===== src/rtl/core/assert_macros.svh =====
// Assertion helpers used by the core RTL.
`ifndef ASSERT_MACROS_SVH
`define ASSERT_MACROS_SVH

// Clocked assertion, disabled while reset is asserted.
`define ASSERT_CLK(label, clk, rst, prop, msg) \
  label: assert property (@(posedge clk) disable iff (rst) (prop)) else $error(msg);

// Clocked assertion that is also checked during reset.
`define ASSERT_ALWAYS(label, clk, prop, msg) \
  label: assert property (@(posedge clk) (prop)) else $error(msg);

`endif


===== src/rtl/core/ata_pkg.sv =====
package ata_pkg;

  localparam int SAMPLE_WIDTH = 16;
  localparam int DIFF_W       = SAMPLE_WIDTH + 1;
  localparam int NUM_W        = DIFF_W + 1;
  localparam int FRAC_BITS    = 28 - SAMPLE_WIDTH;
  localparam int SQ_W         = 2 * DIFF_W;
  localparam int SUM_W        = SQ_W + 1;
  localparam int RAD_W        = SUM_W + 2 * FRAC_BITS;
  localparam int ROOT_STAGES  = (RAD_W + 1) / 2;
  localparam int ITERATIONS   = 20;
  localparam int CORDIC_W     = ROOT_STAGES + 5;
  localparam int Z_W          = 33;
  localparam int PROD_W       = Z_W + 8;
  localparam int ANGLE_SHIFT  = 24;
  localparam int ANGLE_W      = 15;
  localparam int DEG_LIMIT    = 9000;
  localparam int CFG_IDX_W    = 2;

  localparam logic [CFG_IDX_W-1:0] REG_OFFSET_X = 2'd0;
  localparam logic [CFG_IDX_W-1:0] REG_OFFSET_Y = 2'd1;
  localparam logic [CFG_IDX_W-1:0] REG_OFFSET_Z = 2'd2;

  // atan(2^-i) in units of 2^-24 degree
  function automatic logic signed [Z_W-1:0] atan_entry(input int i);
    logic signed [Z_W-1:0] v;
    case (i)
      0: v = 33'sd754974720;  1: v = 33'sd445687602;  2: v = 33'sd235489088;
      3: v = 33'sd119537938;  4: v = 33'sd60000934;   5: v = 33'sd30029717;
      6: v = 33'sd15018523;   7: v = 33'sd7509720;    8: v = 33'sd3754917;
      9: v = 33'sd1877466;    10: v = 33'sd938734;    11: v = 33'sd469367;
      12: v = 33'sd234684;    13: v = 33'sd117342;    14: v = 33'sd58671;
      15: v = 33'sd29335;     16: v = 33'sd14668;     17: v = 33'sd7334;
      18: v = 33'sd3667;      19: v = 33'sd1833;      20: v = 33'sd917;
      21: v = 33'sd458;       22: v = 33'sd229;       23: v = 33'sd115;
      24: v = 33'sd57;        25: v = 33'sd29;        26: v = 33'sd14;
      27: v = 33'sd7;         28: v = 33'sd4;         29: v = 33'sd2;
      30: v = 33'sd1;
      default: v = '0;
    endcase
    return v;
  endfunction

endpackage


===== src/rtl/core/ata_sqrt.sv =====
// Pipelined digit-by-digit square root, one result bit per stage.
module ata_sqrt (
  input  logic                                 clk,
  input  logic                                 rst,
  input  logic                                 en,
  input  logic                                 in_valid,
  input  logic [ata_pkg::RAD_W-1:0]            radicand,
  input  logic signed [ata_pkg::NUM_W-1:0]     num_in,
  output logic                                 out_valid,
  output logic [ata_pkg::ROOT_STAGES-1:0]      root,
  output logic signed [ata_pkg::NUM_W-1:0]     num_out
);
  localparam int N = ata_pkg::ROOT_STAGES;
  localparam int W = ata_pkg::RAD_W;

  logic [W-1:0]                        rem_r  [0:N];
  logic [W-1:0]                        root_r [0:N];
  logic signed [ata_pkg::NUM_W-1:0]    num_r  [0:N];
  logic                                vld    [0:N];

  assign rem_r[0]  = radicand;
  assign root_r[0] = '0;
  assign num_r[0]  = num_in;
  assign vld[0]    = in_valid;

  for (genvar k = 0; k < N; k++) begin : g_stage
    localparam logic [W-1:0] BIT = W'(1) << (2 * (N - 1 - k));
    logic [W-1:0] trial;
    assign trial = root_r[k] + BIT;

    // trial subtract, keep or drop this root bit
    always_ff @(posedge clk) begin
      if (en) begin
        num_r[k+1] <= num_r[k];
        if (rem_r[k] >= trial) begin
          rem_r[k+1]  <= rem_r[k] - trial;
          root_r[k+1] <= (root_r[k] >> 1) + BIT;
        end else begin
          rem_r[k+1]  <= rem_r[k];
          root_r[k+1] <= root_r[k] >> 1;
        end
      end
    end

    always_ff @(posedge clk) begin
      if (rst) begin
        vld[k+1] <= 1'b0;
      end else if (en) begin
        vld[k+1] <= vld[k];
      end
    end
  end

  assign out_valid = vld[N];
  assign root      = root_r[N][N-1:0];
  assign num_out   = num_r[N];
endmodule


===== config.mk =====
export PLATFORM = sky130hd
export DESIGN_NAME = ata_sqrt
export DESIGN_NICKNAME = d
export VERILOG_FILES = /design/src/rtl/core/assert_macros.svh /design/src/rtl/core/ata_pkg.sv /design/src/rtl/core/ata_sqrt.sv
export SDC_FILE = /design/constraint.sdc
export NUM_CORES = 2
export LEC_CHECK = 0
export ABC_AREA = 0
export BUFFER_PORTS_ARGS = -buffer_cell sky130_fd_sc_hd__clkbuf_2
export CORE_ASPECT_RATIO = 1.4
export CORE_MARGIN = 2
export CORE_UTILIZATION = 30
export CTS_CLUSTER_SIZE = 25
export DETAILED_ROUTE_END_ITERATION = 6
export SETUP_SLACK_MARGIN = 0.4
export SYNTH_ARGS = -nofsm -noshare
export SYNTH_HDL_FRONTEND = slang
export SYNTH_SLANG_ARGS = --single-unit

===== constraint.sdc =====
create_clock -name clk -period 3.4 [get_ports clk]
set_input_delay 0.17 -clock clk [delete_from_list [all_inputs] [get_ports clk]]
set_output_delay 0.17 -clock clk [all_outputs]
set_load 0.02 [all_outputs]

== Yosys cells after proc, flatten, opt, wreduce, memory -nomap -nowiden ==
Cells that the tools add are included.
W data, S select, Z words.
Cells by class
  multipliers: 0
  multiplexer cells: 59
  equality and inequality tests: 0
  reduce and logical (&&, ||, !) cells: 0
  bitwise logic cells: 0
  add/sub/neg operators: 87
  shifts and indexed selects: 0
  $lt $le $gt $ge: 30
  divide/modulo/power cells: 0
Operators with widths (number)
  $mux W59: 30
  $ge A59 B59 Y1: 29
  $sub A59 B59 Y59: 28
  $mux W58: 28
  $add A58 B11 Y59 const B: 1
  $add A58 B13 Y59 const B: 1
  $add A58 B15 Y59 const B: 1
  $add A58 B17 Y59 const B: 1
  $add A58 B19 Y59 const B: 1
  $add A58 B21 Y59 const B: 1
  $add A58 B23 Y59 const B: 1
  $add A58 B25 Y59 const B: 1
  $add A58 B27 Y59 const B: 1
  $add A58 B29 Y59 const B: 1
  $add A58 B3 Y59 const B: 1
  $add A58 B31 Y59 const B: 1
  $add A58 B33 Y59 const B: 1
  $add A58 B35 Y59 const B: 1
  $add A58 B37 Y59 const B: 1
  $add A58 B39 Y59 const B: 1
  $add A58 B41 Y59 const B: 1
  $add A58 B43 Y59 const B: 1
  $add A58 B45 Y59 const B: 1
  $add A58 B47 Y59 const B: 1
  41 further kinds: 41
Storage, ports and cells
  memories: 0
  input port bits: 81
  memory bits (read-only): 0
  output and inout port bits: 49
  register bits after elaboration: 4022
  memory bits (writable): 0
  bits in latches: 0
  word-level logic and storage cells: 323

== Longest topological paths before layout ==
  depth after elaboration: 3
  depth in mapped cells: 15
  mapped depth without buffers: 12

== Worst setup path after synthesis ==
Ideal clock, no wire load.
  path kind: register -> register
  start point: reg rem_r[329] (netlist bit)
  end point: reg rem_r[276] (netlist bit), data pin
  path buffers: 1
  library setup time: 0.267 ns
  data arrival time: 3.096 ns
  stages on the path, launching flop included: 12
  setup slack: 0.036 ns
  period minus slack after synthesis: 3.364 ns
  data required time: 3.133 ns
  cells stage by stage: edfxtp_1 -> ha_1 -> buf_4 -> inv_1 -> or4_1 -> or4_1 -> o31ai_1 -> or4_4 -> a221oi_4 -> or4_4 -> nor4b_2 -> xor2_1
Between the ends
  cells in the longest elaborated chain, start to end: 2
  elaborated cells on any way between the ends: 3
  those cells by class: add/sub (1); order compare (1); mux (1)
RTL lines
  start: declaration: line ata_sqrt.sv:16  | logic [W-1:0] rem_r [0:N];
  start signal: indexed assignment: line ata_sqrt.sv:36  | rem_r[k+1] <= rem_r[k] - trial;
  start signal: indexed assignment: line ata_sqrt.sv:39  | rem_r[k+1] <= rem_r[k];
  $sub A59 B59 Y59 or $ge A59 B59 Y1 (tied branches): line ata_sqrt.sv:36, ata_sqrt.sv:35
  $mux W59 *: line ata_sqrt.sv:35  | if (rem_r[k] >= trial) begin
Every way passes the cells marked *; elsewhere a longest branch is shown, timed or not.
A chain may end at the register's enable or synchronous reset.

== Final worst setup path ==
  start point: reg rem_r[328] (netlist bit)
  end point: reg rem_r[276] (netlist bit), data pin
Same word-level chain as after synthesis.

==> results.md <==
- Util after Layout: 38.2%
- Final max-slew violation count: 0
- Clk_lat worst skew: 0.95 ns
- Placed Cells: 15,200
- Min-Delay Path Class: in2reg
- Peak supply drop: 0.000452 V
- Hold path depth: 2
- # rows: 277
- YS warnings: 0
- Pwr per Cell Area: 639 mW/mm^2
- Die H: 758 um
- RSZ-0062 raised after global routing: yes
- Ranking of synthesized cells by area: edfxtp_1 67%, ha_1 5.0%, xnor2_1 2.9%
- Placed Area: 0.137 sq mm
- Routed vias/inst: 4.67
- Setup violators final: 51
- Slew @ Worst Pin: 0.887 ns
- Footprint of the multi-input gates: 0.0420 sq mm
- Hold Path Origin: num_in[14]
- Number of DRC markers in iteration 0: 3,312
- Fill count: 38,000
- Share of Yosys cell area claimed by the top area cell type: 66.9%
- CTS Buf Count: 292
- Final hold viol count: 0
- Mapped Nets: 9,573
- Initial DRT Pass Iterations: 6
- Depth of the worst register-to-register path: 10
- Vias: 75,300
- Initial antenna violation count: 8
- Clk Tree Root Cell: clkbuf_16
- Crit path capture type: flip-flop
- Vias in the first global route: 79,300
- Yosys top cell by area: edfxtp_1
- CTS H-tree depth: 5
- Residual DRC count: 0
- Largest net degree at the start of global routing: 129
- Cells after Synth: 9,001
- Starting density of the core: 30.1%
- CP Launch Type: flip-flop
- Clock Sinks: 2,746
- WL/cell: 17.5 um
- Core area: 0.406 sq mm
- Failing checks: negative setup slack
- Worst-path clk slew: 0.06 ns
- Chip width: 543 um
- CTS tree: done
- Reg-to-Reg End: rem_r[276]$_DFFE_PP_
- Post-DP HPWL: 205,000 um
- Synthesized area per cell: 13.5 sq um
- Layout cells sized above 1: 23.7%
- Final GP Congestion: 0.914
- Most frequent cell after synthesis: edfxtp_1
- Minimum clock period: 3.66 ns
- Largest buffer count on any clock path: 4
- Final Worst Setup Slack: -0.258 ns
- Slew HR: 40.4%
- Post-synth EDFFs: 2,716
- Worst Hold End: num_r[536]$_DFFE_PP_
- Worst r2r src: rem_r[328]$_DFFE_PP_
- Fin crit share: 108%
- Worst Clk Skew: 0.133 ns
- Netlist cell types: 99
- WP data required: 4.02 ns
- Final instance area: 0.155 sq mm
- Most common library cells after synthesis: 2,716 x edfxtp_1, 663 x nor2_1, 608 x a21oi_1, 606 x inv_1, 491 x ha_1
- Register area: 0.0822 sq mm
- Non-Filler Instances: 16,100
- First-pass GRT wire length: 424,000 um
- CP Max Fanout: 7
- #FFs+latches synth: 2,746
- Kind of critical path: reg2reg
- Pre-CTS setup slack: -0.568 ns
- Overall routing resource usage: 13.2%
- Area growth, synth to finish: 27.1%
- Grt total ovfl: 0
- R2r setup slk: -0.26 ns
- Outcome: complete, but fails checks
- Buffers on Ports: 129
- Post-Route WL: 282,000 um
- Leak: 57.8 nW
- Total die area: 0.412 sq mm
- CP arrival: 4.28 ns
- Fmax: 273 MHz
- Asr flop ratio synth: 0%
- # IOs: 130
- Mapped Area: 0.122 sq mm
- Max_cap viols: 0
- Dominant synthesized flop cell: edfxtp_1
- Layout Nets: 11,100
- Sequential cell area fraction in the yosys report: 67.4%
- ANT nets after route: 0
-- metal layers --
| layer | vias up | global-route usage [%] | part of all wire, % |
|---|---|---|---|
| met5 | - | 0 | 0.0082 |
| met4 | 4 | 10.4 | 9.0 |
| met3 | 810 | 1.90 | 2.9 |
| met2 | 1366 | 28.2 | 59 |
| met1 | 36100 | 10.0 | 30 |
| li1 | 37000 | - | - |
-- sequential cells by signal, indices dropped and copies added (netlist names) --
signal and count:
num_out 18, num_r 522, out_valid 1, rem_r 1711
root 30, root_r 435, vld 29
-- worst max-delay path, stage by stage (launching register included) --
cell and delay [ns]:
edfxtp_1 0.49, ha_4 0.36, and2_4 0.22, nand4_1 0.41
or4_4 0.59, o31ai_4 0.21, or4_4 0.18, a221oi_4 0.05
or4_4 0.51, nor4b_4 0.28, xor2_1 0.09
-- layout by cell type (no fill, tap or decap), types with 50 or more instances in the layout --
| master | n |
|---|---|
| buf_6 | 93 |
| a21o_1 | 192 |
| dlygate4sd3_1 | 157 |
| nand3_1 | 119 |
| nand4_1 | 136 |
| a21oi_2 | 63 |
| clkinv_1 | 60 |
| ha_1 | 384 |
| nor2_1 | 590 |
| clkbuf_1 | 56 |
| nor2b_1 | 50 |
| buf_12 | 71 |
| inv_1 | 584 |
| nor3_1 | 173 |
| o21a_1 | 73 |
| ha_4 | 76 |
| xor2_1 | 324 |
| clkbuf_2 | 129 |
| nor2_4 | 53 |
| edfxtp_1 | 2716 |
| nand2_1 | 441 |
| nand2b_1 | 102 |
| or3_1 | 54 |
| a21oi_1 | 538 |
| buf_4 | 997 |
| o21ai_0 | 265 |
| xnor2_1 | 397 |
| mux2_2 | 61 |
| clkbuf_16 | 303 |
| nor4_1 | 234 |
-- layout make-up --
| class | count | area share, % |
|---|---|---|
| Clock inverter | 149 | 0.911 |
| Antenna cell | 22 | 0.0355 |
| Tap cell | 5301 | 4.28 |
| Sequential cell | 2746 | 53.0 |
| Inverter | 610 | 1.50 |
| Multi-Input combinational cell | 5461 | 27.1 |
| Clock buffer | 361 | 5.02 |
| Timing Repair Buffer | 1466 | 8.14 |
-- power by group --
group	total [mW]	leakage, nW	switching [mW]	internal, mW
Combinational	23.2	26.9	12.5	10.8
Clock	30.8	4.49	13.0	17.8
Sequential	44.9	26.5	2.67	42.3
Total	99.0	57.8	28.2	70.8
-- logic make-up (layout without fill, tap and decap cells) --
family / Yosys count / in the layout / synth area share [%]
flops: 2746 / 2746 / 67.4
simple gates: 2515 / 2515 / 10.6
compound gates: 1612 / 1613 / 8.25
buf+inv: 795 / 2586 / 2.54
xor+xnor: 734 / 734 / 5.27
fa+ha+maj: 491 / 491 / 5.04
mux: 107 / 107 / 0.946
other cells: 1 / 23 / 0.00308
-- worst max path at each step --
stage | startpoint | endpoint | cells after the start
after floorplan | rem_r[329]$_DFFE_PP_ | rem_r[276]$_DFFE_PP_ | 11
after global placement | rem_r[123]$_DFFE_PP_ | rem_r[112]$_DFFE_PP_ | 10
after detailed placement | rem_r[123]$_DFFE_PP_ | rem_r[112]$_DFFE_PP_ | 10
after CTS | rem_r[311]$_DFFE_PP_ | rem_r[276]$_DFFE_PP_ | 12
after global routing | rem_r[313]$_DFFE_PP_ | rem_r[276]$_DFFE_PP_ | 11
final | rem_r[328]$_DFFE_PP_ | rem_r[276]$_DFFE_PP_ | 10
-- through the flow --
stage | TNS, ns | hold slack (ns) | total power, mW
after detailed placement | -22.29 | 0.349 | 66.1
final | -4.61 | 0.0941 | 99.0
after global routing | -9.13 | 0.0323 | 104
after CTS | -1.15 | 0.0139 | 98.4
after global placement | -20.09 | 0.347 | 65.9
after floorplan | 0 | 0.269 | 57.2
-- timing repair --
action / 4_1_cts / 5_1_grt
buffers inserted: 84 / 93
hold buffers: 157 / 0
resized for setup: 457 / 613
setup endpoints to repair: 766 / 768
endpoints found under the hold margin: 277 / 0
pin swaps: 174 / 200
cloned: 10 / 2
Note: power is estimated with default switching activity, not from simulation.
